--- config.mk ---
export PLATFORM = sky130hd
export DESIGN_NAME = ttuv_front
export DESIGN_NICKNAME = d
export VERILOG_FILES = /design/src/rtl/core/ttuv_pkg.sv /design/src/rtl/core/ttuv_front.sv
export SDC_FILE = /design/constraint.sdc
export NUM_CORES = 1
export LEC_CHECK = 0
export ABC_AREA = 1
export BUFFER_PORTS_ARGS = -buffer_cell sky130_fd_sc_hd__buf_4
export CAP_MARGIN = 20
export CORE_AREA = 2 2 68 70
export CTS_CLUSTER_SIZE = 30
export DETAILED_ROUTE_END_ITERATION = 16
export DIE_AREA = 0 0 70 72
export HOLD_SLACK_MARGIN = 0.1
export REMOVE_ABC_BUFFERS = 1
export SYNTH_ARGS = -nofsm -noshare
export SYNTH_HDL_FRONTEND = slang
export SYNTH_SLANG_ARGS = --single-unit
--- constraint.sdc ---
create_clock -name aclk -period 1 [get_ports aclk]
set_input_delay 0.15 -clock aclk [delete_from_list [all_inputs] [get_ports aclk]]
set_output_delay 0.15 -clock aclk [all_outputs]
set_load 0.03 [all_outputs]
--- src/rtl/core/ttuv_pkg.sv ---
package ttuv_pkg;

    // default widths, Q16.16
    localparam int DATA_WIDTH_DEF = 32;
    localparam int FRAC_BITS_DEF  = 16;

    // depth of the triangle queue between front and back
    localparam int QUEUE_DEPTH = 2;

    // vertex layout: pos_x, pos_y, pos_z, tex_u, tex_v from the lowest field up
    localparam int VTX_FIELDS = 5;
    localparam int TRI_VERTS  = 3;
    localparam int FLD_POS    = 0;
    localparam int FLD_TEX_U  = 3;
    localparam int FLD_TEX_V  = 4;

    // delta layout inside a triangle record
    localparam int NUM_DELTAS = 10;
    localparam int DL_DU0     = 0;
    localparam int DL_DU1     = 1;
    localparam int DL_DV0     = 2;
    localparam int DL_DV1     = 3;
    localparam int DL_E0      = 4;
    localparam int DL_E1      = 7;

    // back-end sequencer
    typedef enum logic [2:0] {
        BK_IDLE,
        BK_MUL,
        BK_DIV,
        BK_WAIT,
        BK_OUT
    } bk_state_t;

    // queue status
    typedef struct packed {
        logic full;
        logic empty;
    } ttuv_q_stat_t;

    // divider status
    typedef struct packed {
        logic busy;
        logic done;
    } ttuv_div_stat_t;

endpackage

--- src/rtl/core/ttuv_front.sv ---
module ttuv_front #(
    parameter int DATA_WIDTH = ttuv_pkg::DATA_WIDTH_DEF,
    parameter int REC_WIDTH  = 8
) (
    input  logic                          aclk,
    input  logic                          aresetn,
    input  logic                          s_tvalid,
    output logic                          s_tready,
    input  logic [5*DATA_WIDTH-1:0]       vtx_in,
    input  ttuv_pkg::ttuv_q_stat_t        q_stat,
    output logic                          q_wr,
    output logic [REC_WIDTH-1:0]          q_data
);
    import ttuv_pkg::*;

    localparam int W   = DATA_WIDTH;
    localparam int VW  = VTX_FIELDS * W;
    localparam int DLW = W + 1;

    logic [1:0]                  slot_reg;
    logic [VW-1:0]               v0_reg;
    logic [VW-1:0]               v1_reg;
    logic                        accept;
    logic                        third;
    logic [NUM_DELTAS*DLW-1:0]   dl_flat;

    function automatic logic [DLW-1:0] dif(input logic [W-1:0] a, input logic [W-1:0] b);
        dif = {a[W-1], a} - {b[W-1], b};
    endfunction

    // slot two or more completes a triangle
    assign third    = slot_reg[1];
    assign s_tready = !third || !q_stat.full;
    assign accept   = s_tvalid && s_tready;
    assign q_wr     = accept && third;

    // uv deltas and edge vectors, exact in one extra bit
    always_comb begin
        dl_flat = '0;
        dl_flat[DL_DU0*DLW +: DLW] = dif(v1_reg[FLD_TEX_U*W +: W], v0_reg[FLD_TEX_U*W +: W]);
        dl_flat[DL_DU1*DLW +: DLW] = dif(vtx_in[FLD_TEX_U*W +: W], v0_reg[FLD_TEX_U*W +: W]);
        dl_flat[DL_DV0*DLW +: DLW] = dif(v1_reg[FLD_TEX_V*W +: W], v0_reg[FLD_TEX_V*W +: W]);
        dl_flat[DL_DV1*DLW +: DLW] = dif(vtx_in[FLD_TEX_V*W +: W], v0_reg[FLD_TEX_V*W +: W]);
        for (int c = 0; c < 3; c++) begin
            dl_flat[(DL_E0+c)*DLW +: DLW] =
                dif(v1_reg[(FLD_POS+c)*W +: W], v0_reg[(FLD_POS+c)*W +: W]);
            dl_flat[(DL_E1+c)*DLW +: DLW] =
                dif(vtx_in[(FLD_POS+c)*W +: W], v0_reg[(FLD_POS+c)*W +: W]);
        end
    end

    assign q_data = REC_WIDTH'({dl_flat, vtx_in, v1_reg, v0_reg});

    // held vertices
    always_ff @(posedge aclk) begin
        if (accept && (slot_reg == 2'd0)) begin
            v0_reg <= vtx_in;
        end
        if (accept && (slot_reg == 2'd1)) begin
            v1_reg <= vtx_in;
        end
    end

    // vertex slot
    always_ff @(posedge aclk) begin
        if (!aresetn) begin
            slot_reg <= 2'd0;
        end else if (accept) begin
            slot_reg <= third ? 2'd0 : slot_reg + 2'd1;
        end
    end

endmodule

Yosys cells after proc, flatten, opt, wreduce, memory -nomap -nowiden

Index checks and enable logic that the tools add are counted.

Word-level logic and storage cells: 11
Register bits: 10
Input port bits: 165
Memory bits (writable): 0
ROM bits: 0
Memories: 0
Latch bits: 0

Eq/ne operators: 0
Div/mod/pow operators: 0
Multipliers: 0
$add $sub $neg: 1
Magnitude comparators: 0
Bitwise operators: 0
Reduce and logical (&&, ||, !) cells: 7
Shifts and indexed selects: 0
Mux-type cells: 1

Operator list:

| cell                                        | count |
|---|---|
| logical AND 1 bit                           | 3 |
| adder 2 x 1 -> 2 bit, second input constant | 1 |
| zero test 1 bit                             | 2 |
| zero test 2 bit                             | 1 |
| 2-to-1 mux 2 bit                            | 1 |
| logical OR 1 bit                            | 1 |

Longest topological paths before layout

Gate-level depths: netlist (run 1).

Word-level depth: 4
Depth in mapped cells: 4
Gate-level depth less buffers: 4

Least setup slack after synthesis (run 1)

No wires, ideal clock.

Kind: register -> register
From: reg slot_reg[1]
To: reg v0_reg[0], enable pin
Path buffers: 0
Arrival time: 0.673 ns
Library setup time: 0.324 ns
Path slack: 0.003 ns
Cell stages (with the launch flop): 4
Cell sequence: dfxtp_1 nor2_1 nand2_1 inv_1

Cells in the longest elaborated chain, start to end: 4

Ends and longest elaborated chain:

| element                | line             | source |
|---|---|---|
| from (decl)            | ttuv_front.sv:20 | `logic [1:0] slot_reg;` |
| from (signal assigned) | ttuv_front.sv:69 | `slot_reg <= third ? 2'd0 : slot_reg + 2'd1;` |
| zero test 1 bit        | ttuv_front.sv:33 | `assign s_tready = !third \|\| !q_stat.full;` |
| logical OR 1 bit       | ttuv_front.sv:33 |  |
| logical AND 1 bit      | ttuv_front.sv:34 | `assign accept = s_tvalid && s_tready;` |
| logical AND 1 bit *    | ttuv_front.sv:56 | `if (accept && (slot_reg == 2'd0)) begin` |
| to (signal assigned)   | ttuv_front.sv:57 | `v0_reg <= vtx_in;` |
| to (decl)              | ttuv_front.sv:21 | `logic [VW-1:0] v0_reg;` |

Every way passes the cells marked *; elsewhere a longest branch is shown, timed or not.
A chain may end at the register's enable or synchronous reset.

Worst setup path in the final report (run 1)

From: reg slot_reg[1]
To: out q_wr

Cells in the longest elaborated chain, start to end: 4

Ends and longest elaborated chain:

| element             | line             | source |
|---|---|---|
| zero test 1 bit     | ttuv_front.sv:33 |  |
| logical OR 1 bit    | ttuv_front.sv:33 |  |
| logical AND 1 bit   | ttuv_front.sv:34 |  |
| logical AND 1 bit * | ttuv_front.sv:35 | `assign q_wr = accept && third;` |
| to (decl)           | ttuv_front.sv:11 | `output logic q_wr,` |

Marks and branches as above.

==> results by group, run 1 <==
Global route
  • Vias in the first global route: 347
  • Initial antenna violation count: 0
  • Total grt overflow: 0
  • Largest net degree at the start of global routing: 9
  • First-pass GRT wire length: 1.50 mm
  • GRT Total Usage: 4.14%

Route
  • Via density: 2.83
  • Drt wl/cell: 9.13 um
  • Highest metal layer with signal wires: met3
  • # DRC: 0
  • 1st-iter DRT viols: 4
  • TritonRoute pass-1 iters: 2
  • Met3 Wirelength: 129 um
  • Via Count: 320
  • Met2 wire len: 523 um
  • Antenna viol nets, final: 0
  • Routed Wire Length: 1.03 mm
  • M1 WL: 379 um

Worst hold path
  • Hold Path Depth: 3
  • Worst Hold Class: input pin to flip-flop
  • Min-Delay Startpoint: aresetn
  • Hold Path Sink: slot_reg[1]

Setup path
  • Worst setup EP type: primary output
  • Worst r2r src: slot_reg[1]
  • Reg2Reg Depth: 4
  • Reg2reg setup slack: 0.02 ns
  • Crit path DAT: 0.98 ns
  • Critical Path Start Type: flip-flop
  • Required time of the critical path: 0.85 ns
  • Reg2reg end: v0_reg[4]
  • Maximum fanout along the worst path: 3
  • Crit Path Category: flip-flop to primary output

Floorplanning
  • Initial Utilization: 7.95%
  • Die W: 70 um
  • Core ar.: 4260 um^2
  • DIE AREA: 5040 um^2
  • Row count: 24
  • Ports: 175
  • Die Y: 72 um

Logic synthesis
  • Post-synth EDFFs: 8
  • Unique masters post-synth: 9
  • Top-area cell type share of the netlist area: 70.8%
  • Ys flop type: edfxtp_1
  • Top post-synthesis cells by count: edfxtp_1, nand2_1, inv_1, dfxtp_1, nor2_1
  • Most common cell in the synthesized netlist: edfxtp_1
  • YS warnings: 0
  • Cell Area, Synth: 339 um^2
  • Synthesized area per cell: 14.7 um^2
  • #FFs+latches synth: 10
  • Register area share after synthesis: 82.7%
  • Synth area leader: edfxtp_1
  • Area contributors post-synth: edfxtp_1, dfxtp_1, nand2_1
  • Share of synthesized registers carrying an async set or reset: 0%
  • Synth Instances: 23

CTS
  • Root Buffer: clkbuf_8
  • CTS tree: yes
  • Htree depth: 1
  • Skew-Pair Late Insertion Delay: 0.23 ns
  • Reg clk slew, reported paths: 0.05 ns
  • Cts bufs inserted: 3
  • Max Root-Sink Buffers: 2
  • Clock sinks: 10

Placed design
  • Placed wire-length estimate: 782 um
  • Buffers on Ports: 21
  • Gpl congestion: 0.667
  • DP Cell Count: 99

Timing
  • Maximum clock rate: 0.884 GHz
  • Post-layout min period: 1.13 ns
  • Fin Clk Skew: 0.000326 ns
  • Setup ws final: -0.131 ns
  • Slew Limit Fails: 0
  • Worst slew margin: 89.2%
  • Final setup fails: 2
  • RSZ-0062 raised after global routing: yes
  • Worst Max-Slew Pin Slew: 0.162 ns
  • Final hold vios: 0
  • Period utilisation layout: 113%

Pwr
  • Clk pwr share: 36.8%
  • PwrDens: 1520 nW/um^2
  • Lkg Pwr: 0.327 nW
  • Maximum VDD drop: 650 uV
  • Share of power burned in registers: 43.2%
  • Internal: 0.873 mW
  • Switching power: 0.279 mW
  • Sw Ratio: 24.2%
  • Combinational share of power: 20.0%

Layout
  • Synthesis-to-finish area growth: 124%
  • Diode count: 0
  • Post-route insts no fill: 113
  • Final net count: 227
  • Max reg flops: 8
  • Share of cells above drive strength 1: 57.4%
  • Core Util, Final: 17.8%

Outcome
  • Status: finished with violations
  • Violated checks: setup timing

Flow run
  • Maxcap violations: 0
[routing by layer]
metal / vias up / global-route usage (%)
li1: 152 / -
met1: 144 / 4.08
met2: 24 / 6.56
met3: 0 / 3.47
met4: 0 / 1.28
met5: - / 0
[what timing repair did]
| action | CTS | global route |
|---|---|---|
| buffers inserted | 0 | 2 |
| hold endpoints to repair | 8 | 0 |
| hold buffers | 8 | 0 |
| gates resized for setup | 7 | 1 |
| gates cloned | 0 | 0 |
| setup endpoints to repair | 10 | 10 |
[cells by family (layout without fill, tap and decap cells)]
family                 Yosys count  in the layout  share of synthesized area (%)
DFF                             10             10                           82.7
AOI/OAI and AO/OA                2              2                           4.06
buffers and inverters            3             41                           3.32
and+or+nand+nor                  8              8                           9.96
[how the worst max path moves through the flow]
stage | start | end | slack (ns)
6_report | slot_reg[1] | q_wr | -0.13
5_1_grt | slot_reg[1] | q_wr | -0.18
4_1_cts | slot_reg[1] | q_wr | -0.14
3_5_place_dp | slot_reg[0] | v0_reg[4] | -0.02
3_3_place_gp | slot_reg[1] | v0_reg[1] | 0.04
2_1_floorplan | slot_reg[1] | v0_reg[0] | 0.003
[through the flow]
stage	instance area, um^2	worst slack (ns)	TNS (ns)	hold WS, ns	power [mW]
floorplan	339	0.00278	0	0.249	0.585
global placement	597	0.0403	0	0.330	0.689
detailed placement	597	-0.0165	-0.130	0.330	0.697
CTS	741	-0.141	-0.221	0.172	1.17
global route	759	-0.177	-0.458	0.174	1.21
finish	759	-0.131	-0.257	0.181	1.15
[critical path, stage by stage (launching register included)]
cell	delay (ns)
dfxtp_2	0.32
buf_6	0.12
nand2_4	0.06
nand3_2	0.07
inv_2	0.06
buf_6	0.12
[power by group through the flow]
stage	clock network [mW]	registers, mW	logic (mW)
detailed placement	0	0.505	0.193
finish	0.424	0.497	0.231
global route	0.470	0.499	0.244
floorplan	0	0.552	0.0330
global placement	0	0.503	0.186
CTS	0.441	0.498	0.227
[final cells by class]
| cell class | instances | area [um^2] |
|---|---|---|
| fill | 478 | 3500 |
| timing repair buffer | 34 | 299 |
| sequential | 10 | 282 |
| tap | 52 | 65.1 |
| multi-input combinational | 10 | 57.6 |
| clock buffer | 3 | 41.3 |
| inverter | 3 | 11.3 |
| clock inverter | 1 | 3.75 |
[cells in the final DEF, fill, tap and decap left out, types with 2 or more instances in the layout]
| master | count |
|---|---|
| buf_4 | 22 |
| inv_2 | 2 |
| nor2_1 | 2 |
| buf_6 | 3 |
| edfxtp_1 | 8 |
| dlygate4sd3_1 | 8 |
| nand2_1 | 4 |
| clkbuf_8 | 3 |
No activity file was read; power rests on OpenSTA's default activity.
==> run 2, diff against run 1 <==
Settings changed: CORE_AREA 2 2 68 70 to 2 2 67 69, DIE_AREA 0 0 70 72 to 0 0 69 71.
Clock period 1 ns to 1.3 ns, I/O delays scaled along.
==> run 2 against run 1 <==
Against the previous run:
- wire length shrank 13%
- total power shrank 27%
- core utilization shrank 3.3 points
- critical endpoint unchanged
- final cell count shrank 12%
- die area shrank 2.8%
- the flow now finishes without violations
==> results by group, run 2 (synthesis results as in run 1) <==
Timing
  • Worst Max-Slew Pin Slew: 0.329 ns (+0.168 ns)
  • Fin Clk Skew: 0.00252 ns (+0.00219 ns)
  • Maximum clock rate: 0.857 GHz
  • Post-layout min period: 1.17 ns
  • RSZ-0062 raised after global routing: no
  • Hold_ws: 0.134 ns (-0.0467 ns)
  • Total negative slack: 0 ns (+0.257 ns)
  • Slew Limit Fails: 0 (unchanged)
  • Final setup fails: 0 (-2)
  • Period utilisation layout: 89.7%
  • Final hold vios: 0 (unchanged)
  • Worst slew margin: 78.0% (-11 points)

CTS
  • Clock sinks: 10 (unchanged)
  • CTS tree: yes
  • Root Buffer: clkbuf_8
  • Reg clk slew, reported paths: 0.05 ns (about the same)
  • Htree depth: 1 (unchanged)
  • Skew-Pair Late Insertion Delay: 0.23 ns (about the same)
  • Max Root-Sink Buffers: 2 (unchanged)
  • Cts bufs inserted: 3 (unchanged)
  • # hold bufs at CTS: 0 (-8)

Layout
  • Synthesis-to-finish area growth: 79.3%
  • Max reg flops: 8 (unchanged)
  • Final instance area: 608 um^2 (-20%)
  • Most common cell after layout, fill and taps aside: buf_4
  • Reg area: 282 um^2 (unchanged)
  • Commonest cells after routing, fill and taps aside: buf_4, edfxtp_1, nand2_1
  • Area of the multi-input gates: 47.5 um^2 (-17%)
  • Diode count: 0 (unchanged)
  • Fill cells: 479 (+0.21%)
  • Share of cells above drive strength 1: 56.3% (-1.1 points)
  • Final net count: 214 (-5.7%)

Setup path
  • Crit Path Category: flip-flop to primary output
  • Critical Path Start Type: flip-flop
  • Crit path DAT: 0.97 ns (about the same)
  • Worst setup EP type: primary output
  • Crit-path cells: nand2_2 > nand3_1 > inv_1 > buf_4
  • Slowest cell on crit path: dfxtp_2
  • CP delay by family, top: flip-flops
  • Required time of the critical path: 1.11 ns (+0.26 ns)
  • Maximum fanout along the worst path: 4 (+1)
  • Worst path buffer plus inverter count: 2 (-1)
  • Critical Path Max Stage Delay: 0.35 ns (+0.03 ns)

Floorplanning
  • Initial Utilization: 8.07% (+0.11 points)
  • Die Y: 71 um (-1.4%)
  • Row count: 24 (unchanged)
  • Ports: 175 (unchanged)
  • Core ar.: 4200 um^2 (-1.4%)
  • DIE AREA: 4900 um^2 (-2.8%)
  • Die W: 69 um (-1.4%)

Global route
  • Total grt overflow: 0 (unchanged)
  • Largest net degree at the start of global routing: 9 (unchanged)
  • Vias in the first global route: 288 (-17%)
  • GRT Total Usage: 4.19% (+0.053 points)
  • First-pass GRT wire length: 1.48 mm (-1.9%)
  • Initial antenna violation count: 0 (unchanged)

Placed design
  • Gpl congestion: 0.687 (+3.0%)
  • Placed wire-length estimate: 737 um (-5.7%)
  • Post-DP Area: 562 um^2 (-5.9%)
  • Buffers on Ports: 21 (unchanged)

Flow run
  • Maxcap violations: 0 (unchanged)

Route
  • # DRC: 0 (unchanged)
  • Drt wl/cell: 8.95 um (-2.0%)
  • TritonRoute pass-1 iters: 2 (unchanged)
  • Via Count: 263 (-18%)
  • Antenna viol nets, final: 0 (unchanged)
  • 1st-iter DRT viols: 12 (+8)
  • Routed Wire Length: 895 um (-13%)
  • Via density: 2.63 (-7.1%)

Worst hold path
  • Worst Hold Class: input pin to flip-flop

Pwr
  • Internal: 0.633 mW (-28%)
  • Lkg Pwr: 0.259 nW (-21%)
  • Sw Ratio: 24.2% (about the same)
  • PwrDens: 1370 nW/um^2 (-9.4%)
  • Switching power: 0.202 mW (-27%)
  • Clk pwr share: 39.3% (+2.5 points)
  • Maximum VDD drop: 587 uV (-9.7%)
  • Share of power burned in registers: 46.0% (+2.8 points)
  • Combinational share of power: 14.7% (-5.3 points)

Outcome
  • Status: finished clean
## run 2: cell types whose count changed in the layout (fill, tap and decap cells not counted), moves of 2 or more
| cell | delta |
|---|---|
| inv_2 | -2 |
| inv_1 | +2 |
| buf_6 | -3 |
| dlygate4sd3_1 | -8 |
## run 2: worst register-to-register path, stage by stage, from the launching register on
cell and delay (ns):
dfxtp_2 0.33, nor2_1 0.10, nand2_1 0.08, inv_1 0.27
## run 2: timing repair
| item | CTS | global route |
|---|---|---|
| endpoints found under the setup margin | 0 | 1 |
| buffers inserted | 0 | 0 |
| resized for setup | 0 | 1 |
## run 2: metrics by stage
| stage | util (%) | power (mW) | instances | worst slack [ns] |
|---|---|---|---|---|
| global placement | 13.4 | 0.508 | 96 | 0.209 |
| detailed placement | 13.4 | 0.514 | 96 | 0.169 |
| floorplan | - | 0.450 | 23 | 0.299 |
| finish | 14.5 | 0.835 | 100 | 0.134 |
| global route | 14.5 | 0.885 | 100 | 0.0644 |
| CTS | 14.4 | 0.853 | 100 | 0.0760 |
## run 2: per-layer routing
layer	share of wire (%)	GRT usage (%)
met1	37	4.19
met2	42	5.88
met3	21	5.27
met4	0	0
met5	0	0
## run 2: layout make-up
class / instances / area share, %
well taps: 52 / 10.7
multi-input cells: 10 / 7.82
repair buffers: 21 / 25.9
clock buffers: 3 / 6.79
flip-flops and latches: 10 / 46.3
inverters: 3 / 1.85
clock inverters: 1 / 0.617
## run 2: final timing paths
check / start / end / slack, ns / cells after the start
setup / recovery: slot_reg[1] / q_wr / 0.13 / 4
hold / removal: vtx_in[7] / v0_reg[7] / 0.13 / 1
setup reg to reg: slot_reg[1] / v0_reg[4] / 0.19 / 3
hold reg to reg: slot_reg[0] / slot_reg[0] / 0.50 / 2
## run 2: power by group through the flow
| stage | logic [mW] | registers (mW) | clock network [mW] |
|---|---|---|---|
| global placement | 0.120 | 0.388 | 0 |
| CTS | 0.125 | 0.383 | 0.345 |
| floorplan | 0.0254 | 0.425 | 0 |
| finish | 0.123 | 0.384 | 0.328 |
| detailed placement | 0.124 | 0.390 | 0 |
| global route | 0.132 | 0.386 | 0.367 |
