$ cat config.mk
export PLATFORM = sky130hd
export DESIGN_NAME = ttuv_fifo
export DESIGN_NICKNAME = d
export VERILOG_FILES = /design/src/rtl/core/ttuv_pkg.sv /design/src/rtl/core/ttuv_fifo.sv
export SDC_FILE = /design/constraint.sdc
export NUM_CORES = 1
export LEC_CHECK = 0
export BUFFER_PORTS_ARGS = -buffer_cell sky130_fd_sc_hd__buf_2
export CORE_AREA = 2 2 50 52
export CTS_CLUSTER_SIZE = 14
export DETAILED_ROUTE_END_ITERATION = 10
export DIE_AREA = 0 0 52 54
export PLACE_DENSITY = 0.69
export SLEW_MARGIN = 10
export SYNTH_ARGS = -nofsm -noshare
export SYNTH_HDL_FRONTEND = slang
export SYNTH_SLANG_ARGS = --single-unit
$ cat constraint.sdc
create_clock -name aclk -period 1.2 [get_ports aclk]
set_input_delay 0.24 -clock aclk [delete_from_list [all_inputs] [get_ports aclk]]
set_output_delay 0.24 -clock aclk [all_outputs]
set_load 0.01 [all_outputs]
$ cat src/rtl/core/ttuv_pkg.sv
package ttuv_pkg;

    // default widths, Q16.16
    localparam int DATA_WIDTH_DEF = 32;
    localparam int FRAC_BITS_DEF  = 16;

    // depth of the triangle queue between front and back
    localparam int QUEUE_DEPTH = 2;

    // vertex layout: pos_x, pos_y, pos_z, tex_u, tex_v from the lowest field up
    localparam int VTX_FIELDS = 5;
    localparam int TRI_VERTS  = 3;
    localparam int FLD_POS    = 0;
    localparam int FLD_TEX_U  = 3;
    localparam int FLD_TEX_V  = 4;

    // delta layout inside a triangle record
    localparam int NUM_DELTAS = 10;
    localparam int DL_DU0     = 0;
    localparam int DL_DU1     = 1;
    localparam int DL_DV0     = 2;
    localparam int DL_DV1     = 3;
    localparam int DL_E0      = 4;
    localparam int DL_E1      = 7;

    // back-end sequencer
    typedef enum logic [2:0] {
        BK_IDLE,
        BK_MUL,
        BK_DIV,
        BK_WAIT,
        BK_OUT
    } bk_state_t;

    // queue status
    typedef struct packed {
        logic full;
        logic empty;
    } ttuv_q_stat_t;

    // divider status
    typedef struct packed {
        logic busy;
        logic done;
    } ttuv_div_stat_t;

endpackage

$ cat src/rtl/core/ttuv_fifo.sv
module ttuv_fifo #(
    parameter int WIDTH = 8,
    parameter int DEPTH = 2
) (
    input  logic                  aclk,
    input  logic                  aresetn,
    input  logic                  wr_en,
    input  logic [WIDTH-1:0]      wr_data,
    input  logic                  rd_en,
    output logic [WIDTH-1:0]      rd_data,
    output ttuv_pkg::ttuv_q_stat_t stat
);
    import ttuv_pkg::*;

    localparam int AW = (DEPTH > 1) ? $clog2(DEPTH) : 1;
    localparam int CW = $clog2(DEPTH + 1);

    logic [WIDTH-1:0] mem [DEPTH];
    logic [WIDTH-1:0] rd_data_reg;
    logic [AW-1:0]    wr_ptr_reg;
    logic [AW-1:0]    rd_ptr_reg;
    logic [CW-1:0]    count_reg;

    // storage write and registered read
    always_ff @(posedge aclk) begin
        if (wr_en) begin
            mem[wr_ptr_reg] <= wr_data;
        end
        if (rd_en) begin
            rd_data_reg <= mem[rd_ptr_reg];
        end
    end

    // pointers and fill count
    always_ff @(posedge aclk) begin
        if (!aresetn) begin
            wr_ptr_reg <= '0;
            rd_ptr_reg <= '0;
            count_reg  <= '0;
        end else begin
            if (wr_en) begin
                wr_ptr_reg <= (wr_ptr_reg == AW'(DEPTH - 1)) ? '0 : wr_ptr_reg + AW'(1);
            end
            if (rd_en) begin
                rd_ptr_reg <= (rd_ptr_reg == AW'(DEPTH - 1)) ? '0 : rd_ptr_reg + AW'(1);
            end
            case ({wr_en, rd_en})
                2'b10:   count_reg <= count_reg + CW'(1);
                2'b01:   count_reg <= count_reg - CW'(1);
                default: count_reg <= count_reg;
            endcase
        end
    end

    assign rd_data    = rd_data_reg;
    assign stat.full  = (count_reg == CW'(DEPTH));
    assign stat.empty = (count_reg == '0);

endmodule

Word-level counts from Yosys, hierarchy flattened
Memory sizes are Yosys's and may differ from the RTL's. A register that Yosys moved wholly into a read port is not among the register bits.
Cells that the tools add are included.
{"block": "totals", "input_bits": 12, "n_memories": 1, "output_inout_bits": 10, "regBits": 4, "ram_bits": 16}
{"memory": "mem", "depth": 2, "word_bits": 8, "read_ports": 1, "rd_ports_with_merged_regs": 1, "write_ports": 1, "line": "ttuv_fifo.sv:18", "text": "logic [WIDTH-1:0] mem [DEPTH];"}
{"block": "classes", "n_addsub": 4, "n_mux": 5, "n_eq_ne": 3, "n_reduce_logical": 2}
{"cell": "$eq 2x2->1 const B", "count": 2}
{"cell": "$mux 1", "count": 4}
{"cell": "$pmux 2 s2", "count": 1}
{"cell": "$add 1x1->1 const B", "count": 2}
{"cell": "$add 2x1->2 const B", "count": 1}
{"cell": "$eq 2x1->1 const B", "count": 1}
{"cell": "$logic_not 2->1", "count": 1}
{"cell": "$reduce_bool 2->1", "count": 1}
{"cell": "$sub 2x1->2 const B", "count": 1}

Logic depth before layout (Yosys ltp)
Gate-level depths: netlist (run 1).
{"block": "logic_depth", "ltp_word": 2, "mapped_depth": 5}

Worst setup path before layout (run 1)
No wires, ideal clock.
{"block": "synth_timing", "path_kind": "input port to flip-flop", "from": "in wr_en", "to": "reg count_reg[1]", "path_slack_ps": 88, "arrival_time_ps": 1042, "path_buffers": 0, "setup_ps": 70, "stages": 4, "cell_sequence": "inv_1 -> ha_1 -> or3_1 -> a21boi_1"}
{"block": "synth_between", "elab_chain_cells": 2}
{"element": "from (decl)", "line": "ttuv_fifo.sv:7", "text": "input logic wr_en,"}
{"element": "$eq 2x1->1 / $eq 2x2->1 (equally long branches)", "line": "ttuv_fifo.sv:47", "text": "case ({wr_en, rd_en})"}
{"element": "$pmux 2 s2 / $reduce_bool 2->1 (equally long branches)"}
{"element": "to (signal assigned)", "line": "ttuv_fifo.sv:48", "text": "2'b10: count_reg <= count_reg + CW'(1);"}
{"element": "to (signal assigned)", "line": "ttuv_fifo.sv:49", "text": "2'b01: count_reg <= count_reg - CW'(1);"}
{"element": "to (signal assigned)", "line": "ttuv_fifo.sv:50", "text": "default: count_reg <= count_reg;"}
{"element": "to (decl)", "line": "ttuv_fifo.sv:22", "text": "logic [CW-1:0] count_reg;"}
Parallel ways exist; a longest one is shown, timed or not.
A chain may end at the register's enable or synchronous reset.

==> impl_results.md, run 1 <==
- CTS clk-pin slew, worst paths: 0.14 ns
- Data arrival, critical path: 1.00 ns
- Yosys top cell area share: 0.7164
- Clock network fraction of total power: 0.214
- Switching Power: 0.0003889 W
- Layout cells sized above 1: 0.5176
- Synth top area cells: edfxtp_1 (72%), mux2_2 (9.0%), dfxtp_1 (8.0%)
- Clock Latency Late Sink: 0.31 ns
- Final Hold Viols: 0
- Slew Viols, Final: 0
- Ports: 22
- Mapped cell area: 0.001006 mm2
- Max cap viols: 0
- Post-synth EDFFs: 24
- Hold_ws: 0.1005 ns
- Logic pwr share: 0.140
- Pre-antenna DRT Iters: 3
- Die area: 0.002808 mm2
- Crit path kind: reg2out
- Core ar.: 0.002320 mm2
- GRT Overall Usage: 0.1176
- Pwr/cell area: 1421 mW/mm2
- Antenna violations before repair: 0
- Share of async-settable or async-resettable flops after synthesis: 0
- Worst clock skew: 0.002512 ns
- Int Pwr: 0.001396 W
- CTS buffer count: 3
- VDD IR max: 1.038 mV
- Nature of the critical path endpoint: primary output
- Vias in the first global route: 518
- Port Buffers: 21
- Number of vias per cell: 4.652
- Status: finished, violations left
- Endpoints failing setup: 2
- Slew @ Worst Pin: 0.1444 ns
- Via Count: 535
- Setup slack, reg-to-reg: 0.11 ns
- Relative slew margins: 0.9031
- Die width: 52 um
- Hold Path Class: in2reg
- Worst Setup Start Kind: flop
- Area grow syn2layout: 24.88%
- # nets final: 99
- Die extent in y: 54 um
- CTS tree: yes
- Initial DRC Count: 9
- H-tree levels: 1
- Per-cell routed wire length: 12.93 um
- Commonest cells post-synth: edfxtp_1 (24), mux2_2 (8), dfxtp_1 (4)
- Largest register FFs: 16
- Post-DRT Antenna Nets: 0
- First-pass GRT wire length: 2.263 mm
- Most used DFF post-synth: edfxtp_1
- Synth cell types: 16
- CTS Sinks: 28
- Post-Route WL: 1.487 mm
- WP data required: 0.96 ns
- RD Place Congestion: 0.6396
- Tcrit/Tclk final: 1.031
- Syn_nets: 66
- Clock buffer depth: 2
- Root buffer cell: clkbuf_4
- Failing checks: setup timing
- Fmax: 0.8081 GHz
- Clock period minus worst slack: 1.237 ns
- Final Worst Setup Slack: -0.03740 ns
- Antenna Cells: 0
- Cell Rows: 18
- Switch share: 0.2179
- Average size of a mapped cell: 18.98 um2
- Power, Total: 0.001785 W
- Reg power frac: 0.646
- Yosys warns: 0
- Total global routing overflow: 0
- Post-synthesis cell count: 53
- DR DRC count: 0
- Starting Density: 0.4337
- Largest area contributor in the netlist: edfxtp_1
- RSZ-0062 raised after global routing: yes
- CP max FO: 2
- Top-count cell post-synth: edfxtp_1
- Sequential area share after synthesis: 0.7960
- Pleak: 0.4863 nW
- Core Util, Final: 0.5415
- Largest net degree at the start of global routing: 16
- #FFs+latches synth: 28
logic make-up after synthesis:
| group | Yosys count | share of synthesized area |
|---|---|---|
| buffers and inverters | 2 | 0.008698 |
| DFF | 28 | 0.7960 |
| AOI/OAI and AO/OA | 3 | 0.01990 |
| xor gates and xnor gates | 3 | 0.02612 |
| muxes | 8 | 0.08956 |
| and+or+nand+nor | 8 | 0.04728 |
| adders and majority gates | 1 | 0.01244 |
area by class of cell:
cell class                      count  area, um2
Clock buffer                        3      22.52
Clock inverter                      1      3.754
Fill cell                         200       1064
Inverter                            1      3.754
Multi-Input combinational cell     23      203.9
Sequential cell                    28      803.3
Tap cell                           30      37.54
Timing Repair Buffer               29      181.4
placed cells by master (no fill, tap or decap), types with 2 or more instances in the layout:
cell	count
buf_2	19
and2_1	3
dfxtp_1	2
clkbuf_4	3
mux2_2	8
xnor2_1	2
edfxtp_1	24
buf_4	7
dfxtp_2	2
buf_6	3
power by group through the flow:
stage	sequential, W	clock (W)	combinational [W]
floorplan	0.00118	0	0.000103
global placement	0.00117	0	0.000209
detailed placement	0.00118	0	0.000214
CTS	0.00115	0.000386	0.000233
global route	0.00116	0.000422	0.000275
finish	0.00115	0.000381	0.000250
per-stage QoR:
stage | TNS (ns) | instance area, um2 | setup slack, ns | instances
CTS | -0.06251 | 1239 | -0.03236 | 115
floorplan | 0 | 1006 | 0.08779 | 53
detailed placement | -0.04636 | 1196 | -0.04636 | 110
finish | -0.05916 | 1256 | -0.03740 | 115
global route | -0.1536 | 1256 | -0.08164 | 115
global placement | -0.001836 | 1196 | -0.001836 | 110
critical path: stages, from the launching register on:
cell and delay, ns:
dfxtp_2 0.36, and2b_2 0.21, buf_6 0.11
routing by layer:
layer | track usage | share of wire | vias up
li1 | - | - | 262
met1 | 0.1313 | 0.41 | 260
met2 | 0.2089 | 0.55 | 11
met3 | 0.02500 | 0.038 | 2
met4 | 0.06579 | 0.0087 | 0
met5 | 0 | 0 | -
worst paths after layout:
path | start | end | depth (start not counted)
max | count_reg[0] | stat[1] | 2
min | wr_data[4] | mem[1][4] | 1
max reg2reg | count_reg[0] | count_reg[1] | 4
min reg2reg | count_reg[1] | count_reg[1] | 2
timing repair:
action	CTS	global route
hold buffers	0	0
pin swaps	0	1
setup buffers	1	0
endpoints found under the hold margin	0	0
setup endpoints to repair	1	2
resized for setup	3	4
Note: power is estimated with default switching activity, not from simulation.
==> run 2, diff against run 1 <==
Settings changed: CORE_AREA 2 2 50 52 to 2 2 51 53, DIE_AREA 0 0 52 54 to 0 0 53 55, PLACE_DENSITY 0.69 to 0.67.
==> impl_results.md, run 2 (same netlist as run 1, synthesis figures left out) <==
- Data arrival, critical path: 1.00 ns (about the same)
- Failing checks: setup timing
- Max cap viols: 0 (unchanged)
- First-pass GRT wire length: 2.304 mm (+1.8%)
- RR Endpoint: count_reg[1]
- Layout cells sized above 1: 0.5059 (-0.01176)
- Tcrit/Tclk final: 1.037 (+0.006029)
- Post-DRT Antenna Nets: 0 (unchanged)
- CP max FO: 3 (+1)
- Nature of the critical path endpoint: primary output
- H-tree levels: 1 (unchanged)
- Worst Setup Start Kind: flop
- CTS buffer count: 3 (unchanged)
- Cell Rows: 18 (unchanged)
- Total global routing overflow: 0 (unchanged)
- Crit path kind: reg2out
- VDD IR max: 0.8681 mV (-16%)
- WP data required: 0.96 ns (about the same)
- Antenna violations before repair: 0 (unchanged)
- Power, Total: 0.001752 W (-1.8%)
- Non-Filler Instances: 115 (unchanged)
- CTS Sinks: 28 (unchanged)
- Setup TNS Final: -0.08291 ns (-0.02375 ns)
- Per-cell routed wire length: 13.35 um (+3.2%)
- CTS tree: yes
- Port Buffers: 21 (unchanged)
- Starting Density: 0.4254 (-0.008260)
- Hold Path End: mem[1][1]
- # nets final: 99 (unchanged)
- Area grow syn2layout: 23.13%
- Worst clock skew: 0.005499 ns (+0.002986 ns)
- DR DRC count: 0 (unchanged)
- Clock period minus worst slack: 1.245 ns (+0.007234 ns)
- Largest net degree at the start of global routing: 16 (unchanged)
- Clock buffer depth: 2 (unchanged)
- Pre-CTS setup slack: -0.05495 ns (-0.008585 ns)
- Die extent in y: 55 um (+1.9%)
- Hold Crit Depth: 1 (unchanged)
- Placed insts: 110 (unchanged)
- Antenna Cells: 0 (unchanged)
- Most frequent cells in the layout: edfxtp_1 (24), buf_2 (20), mux2_2 (8), buf_4 (8)
- Vias in the first global route: 537 (+3.7%)
- Core ar.: 0.002365 mm2 (+1.9%)
- Die area: 0.002915 mm2 (+3.8%)
- Final Hold Viols: 0 (unchanged)
- Post-cts hold buffer count: 0 (unchanged)
- CTS clk-pin slew, worst paths: 0.14 ns (about the same)
- Most common cell after layout, fill and taps aside: edfxtp_1
- Pwr/cell area: 1414 mW/mm2 (-0.45%)
- Pleak: 0.4808 nW (-1.1%)
- Hold Path Class: in2reg
- RD Place Congestion: 0.6482 (+1.3%)
- Largest register FFs: 16 (unchanged)
- Post-Route WL: 1.535 mm (+3.2%)
- Final Worst Setup Slack: -0.04463 ns (-0.007234 ns)
- Relative slew margins: 0.8889 (-0.01412)
- Number of vias per cell: 4.635 (-0.37%)
- R2R Path Start: count_reg[0]
- Pre-antenna DRT Iters: 2 (-1)
- Setup slack, reg-to-reg: 0.08 ns (-0.03 ns)
- Placed cell area: 0.001196 mm2 (unchanged)
- Initial DRC Count: 13 (+4)
- GRT Overall Usage: 0.1223 (+0.004634)
- Endpoints failing setup: 2 (unchanged)
- Ports: 22 (unchanged)
- Via Count: 533 (-0.37%)
- RSZ-0062 raised after global routing: yes
- Die width: 53 um (+1.9%)
- Min-delay src: wr_data[1]
- Slew Viols, Final: 0 (unchanged)
- Status: finished, violations left
- Slew @ Worst Pin: 0.1654 ns (+0.02102 ns)
- Reg2reg path depth: 4 (unchanged)
- Root buffer cell: clkbuf_4
- Clock Latency Late Sink: 0.31 ns (about the same)
- Finished Cell Area: 0.001239 mm2 (-1.4%)
- Fmax: 0.8034 GHz (-0.58%)
- Final HPWL DP: 1.115 mm
-- run 2: changes by cell type in the layout (fill, tap and decap cells not counted) --
cell and change:
buf_6 -2, buf_2 +1, buf_4 +1, nor2_1 +1, nor2_4 -1
-- run 2: power by group --
part,internal (W),total (W),leakage (nW),switching [W]
clock network,0.000122,0.000371,0.0154,0.000249
logic,0.000126,0.000230,0.203,0.000104
registers,0.00113,0.00115,0.262,0.0000200
total,0.00138,0.00175,0.481,0.000373
-- run 2: final cells by class --
cell class / instances / area (um2)
Fill cell: 200 / 1126
Multi-Input combinational cell: 23 / 196.4
Tap cell: 30 / 37.54
Timing Repair Buffer: 29 / 171.4
Inverter: 1 / 3.754
Sequential cell: 28 / 803.3
Clock buffer: 3 / 22.52
Clock inverter: 1 / 3.754
-- run 2: worst max-delay path, cell delays in order, from the launching register on --
cell	delay [ns]
dfxtp_2	0.35
buf_4	0.14
nor2_1	0.08
buf_2	0.13
-- run 2: stage by stage --
| step | utilization | hold WS [ns] |
|---|---|---|
| 2_1_floorplan | - | 0.3389 |
| 3_3_place_gp | 0.5058 | 0.4270 |
| 3_5_place_dp | 0.5058 | 0.4314 |
| 4_1_cts | 0.5238 | 0.08888 |
| 5_1_grt | 0.5238 | 0.07894 |
| 6_report | 0.5238 | 0.1036 |
-- run 2: metal layers --
metal  GRT usage  routed length [um]  up-vias
li1            -                   -      262
met1      0.1252                 640      254
met2      0.2229                 804       15
met3     0.03226                  76        2
met4     0.07692                  13        0
met5           0                   0        -
-- run 2: worst max path at each step --
stage,from,end,slack (ns),depth (start not counted)
after global routing,count_reg[0],stat[0],-0.1,3
after floorplan,wr_en,count_reg[1],0.09,4
final,count_reg[0],stat[0],-0.04,3
after global placement,wr_en,count_reg[1],-0.005,5
after detailed placement,wr_en,count_reg[1],-0.05,5
after CTS,count_reg[0],stat[0],-0.05,3
-- run 2: repair_timing --
| item | CTS | global route |
|---|---|---|
| endpoints found under the hold margin | 0 | 0 |
| pin swaps | 0 | 0 |
| resized for setup | 3 | 0 |
| setup buffers | 1 | 0 |
| setup endpoints to repair | 1 | 2 |
==> run 3, diff against run 2 <==
Settings changed: ABC_AREA set to 1, CORE_AREA 2 2 51 53 to 2 2 52 54, DIE_AREA 0 0 53 55 to 0 0 54 56.
==> impl_results.md, run 3 <==
- Status: completed
- Crit path kind: reg2out
- Endpoints failing setup: 0 (-2)
- Vias in the first global route: 554 (+3.2%)
- Synth top area cells: edfxtp_1 (68%), mux2_4 (11%), dfxtp_1 (7.6%)
- WP data required: 0.96 ns (about the same)
- Fmax: 0.8610 GHz (+7.2%)
- Fillers: 224 (+12%)
- Sequential area share after synthesis: 0.7592 (-0.03683)
- RD Place Congestion: 0.7167 (+11%)
- Slew Viols, Final: 0 (unchanged)
- #FFs+latches synth: 28 (unchanged)
- Pleak: 0.5372 nW (+12%)
- Per-cell routed wire length: 11.30 um (-15%)
- Mapped cell area: 0.001055 mm2 (+4.9%)
- Clock Latency Late Sink: 0.32 ns (about the same)
- Most frequent cells in the layout: edfxtp_1 (24), buf_2 (21), nor2_1 (11)
- FF+latch area: 803.3 um2 (unchanged)
- Slew @ Worst Pin: 0.3458 ns (+0.1804 ns)
- Final HPWL DP: 1.018 mm (-8.7%)
- Nature of the critical path endpoint: primary output
- Post-synth EDFFs: 24 (unchanged)
- Min-delay src: wr_data[1]
- Hold Path End: mem[1][1]
- Multi-input logic area: 220.2 um2 (+12%)
- Largest area contributor in the netlist: edfxtp_1
- Setup crit start: count_reg[1]
- VDD IR max: 0.7972 mV (-8.2%)
- Core ar.: 0.002432 mm2 (+2.9%)
- Compound-Gate Fraction of Synth Area: 0.009490 (-0.01041)
- Synth cell types: 11 (-5)
- Most common cell after layout, fill and taps aside: edfxtp_1
- Worst clock skew: 0.01041 ns (+0.004913 ns)
- Pre-CTS setup slack: 0.06921 ns (+0.1242 ns)
- Hold Crit Depth: 1 (unchanged)
- Post-synthesis mux area share: 0.1139 (+0.02433)
- CTS Sinks: 28 (unchanged)
- Most used DFF post-synth: edfxtp_1
- Cell Rows: 18 (unchanged)
- Starting Density: 0.4336 (+0.008245)
- H-tree levels: 1 (unchanged)
- Initial DRC Count: 3 (-10)
- Pre-antenna DRT Iters: 2 (unchanged)
- Hold Path Class: in2reg
- DR DRC count: 0 (unchanged)
- Top-count cell post-synth: edfxtp_1
- Placed cell area: 0.001216 mm2 (+1.7%)
- Largest net degree at the start of global routing: 17 (+1)
- Slowest-stage cell, CP: dfxtp_2
- Final Worst Setup Slack: 0.03853 ns (+0.08317 ns)
- Post-Synth Simple-Gate Area: 0.07355 (+0.02628)
- Largest register FFs: 16 (unchanged)
- Clock period minus worst slack: 1.161 ns (-0.08317 ns)
- Post-DRT Antenna Nets: 0 (unchanged)
- Main combinational cell family by area after synthesis: multiplexers
- CP max FO: 4 (+1)
- Port Buffers: 21 (unchanged)
- Power, Total: 0.001938 W (+11%)
- Pwr/cell area: 1524 mW/mm2 (+7.8%)
- RR Endpoint: rd_data[0]
- CTS tree: yes
- Worst Setup Start Kind: flop
- Ports: 22 (unchanged)
- Die extent in y: 56 um (+1.8%)
- # nets final: 108 (+9.1%)
- Antenna violations before repair: 0 (unchanged)
- Postcts setup bufs: 0 (-1)
- Setup slack, reg-to-reg: 0.12 ns (+0.04 ns)
- Number of vias per cell: 4.540 (-2.0%)
- Layout cells sized above 1: 0.4255 (-0.08035)
- Syn_nets: 79 (+20%)
- Via Count: 563 (+5.6%)
- Total global routing overflow: 0 (unchanged)
- Average size of a mapped cell: 15.98 um2 (-16%)
- Reg2reg path depth: 2 (-2)
- Die area: 0.003024 mm2 (+3.7%)
- Hold_ws: 0.09241 ns (-0.01116 ns)
- Relative slew margins: 0.7692 (-0.1197)
- RSZ-0062 raised after global routing: yes
- Post-synthesis cell count: 66 (+25%)
- Clock buffer depth: 2 (unchanged)
- CTS clk-pin slew, worst paths: 0.14 ns (about the same)
- Tcrit/Tclk final: 0.9679 (-0.06931)
- Final Hold Viols: 0 (unchanged)
- First-pass GRT wire length: 2.332 mm (+1.2%)
- Yosys top cell area share: 0.6833 (-0.03314)
- Critical-path cell list: inv_2, nor2_1, buf_2
- Commonest cells post-synth: edfxtp_1 (24), nor2_1 (11), mux2_4 (8), nand2_1 (8), inv_1 (6)
- Share of async-settable or async-resettable flops after synthesis: 0 (unchanged)
- Post-Synth XOR/XNOR Area: 0 (-0.02612)
- Area grow syn2layout: 20.52%
- Post-Route WL: 1.401 mm (-8.7%)
- Max incr delay on CP: 0.39 ns (+0.04 ns)
- GRT Overall Usage: 0.1102 (-0.01208)
- Max cap viols: 0 (unchanged)
- Finished Cell Area: 0.001271 mm2 (+2.6%)
- R2R Path Start: rd_ptr_reg
- Setup TNS Final: 0 ns (+0.08291 ns)
- Data arrival, critical path: 0.92 ns (-0.08 ns)
- Adder-cell area share of the yosys netlist: 0.01186 (-0.0005754)
- CTS buffer count: 3 (unchanged)
- Root buffer cell: clkbuf_4
- Die width: 54 um (+1.9%)
- Yosys warns: 0 (unchanged)
- Antenna Cells: 0 (unchanged)
run 3: cell types whose count changed after synthesis, moves of 2 or more:
cell / previous run / this run
xnor2_1: 2 / 0
and2_1: 3 / 0
mux2_2: 8 / 0
inv_1: 1 / 6
nor2_1: 2 / 11
nand2_1: 0 / 8
mux2_4: 0 / 8
run 3: critical path: cells and delay by family (launching register included):
kind          cells  cell delay [ns]
buf+inv           2             0.16
simple gates      1             0.07
flops             1             0.39
run 3: worst max-delay path by stage:
stage | end | slack (ns) | depth (start not counted)
floorplan | mem[0][0] | 0.14 | 1
global placement | count_reg[1] | 0.13 | 8
detailed placement | count_reg[1] | 0.07 | 8
CTS | stat[1] | 0.01 | 3
global route | stat[1] | -0.008 | 3
finish | stat[1] | 0.04 | 3
run 3: what timing repair did:
action                     in CTS  in global routing
hold endpoints to repair        0                  0
setup endpoints to repair       1                  2
resized for setup               1                  2
hold buffers                    0                  0
cloned                          0                  0
run 3: cells by family after synthesis:
family	Yosys count
simple gates	20
compound gates	2
flops	28
fa+ha+maj	1
mux	8
buf+inv	7
run 3: area by class of cell:
type | instances | area share
repair buffers | 25 | 0.1063
multi-input cells | 31 | 0.1732
flip-flops and latches | 28 | 0.6319
clock inverters | 1 | 0.02362
inverters | 6 | 0.01772
well taps | 30 | 0.02953
clock buffers | 3 | 0.01772
run 3: per-stage QoR:
stage,util,std cells
floorplan,-,66
CTS,0.5221,124
global placement,0.5000,120
detailed placement,0.5000,120
global route,0.5226,124
finish,0.5226,124
run 3: where the power goes:
| group | total [W] | switching [W] | leakage, nW | internal [W] |
|---|---|---|---|---|
| Sequential | 0.00115 | 0.0000223 | 0.262 | 0.00113 |
| Clock | 0.000591 | 0.000253 | 0.0279 | 0.000338 |
| Combinational | 0.000198 | 0.0000982 | 0.247 | 0.0000993 |
run 3: per-layer routing:
| layer | GRT usage | vias up | routed length, um |
|---|---|---|---|
| li1 | - | 285 | - |
| met1 | 0.1199 | 264 | 548 |
| met2 | 0.1882 | 12 | 780 |
| met3 | 0.03226 | 2 | 59 |
| met4 | 0.05357 | 0 | 12 |
| met5 | 0 | - | 0 |
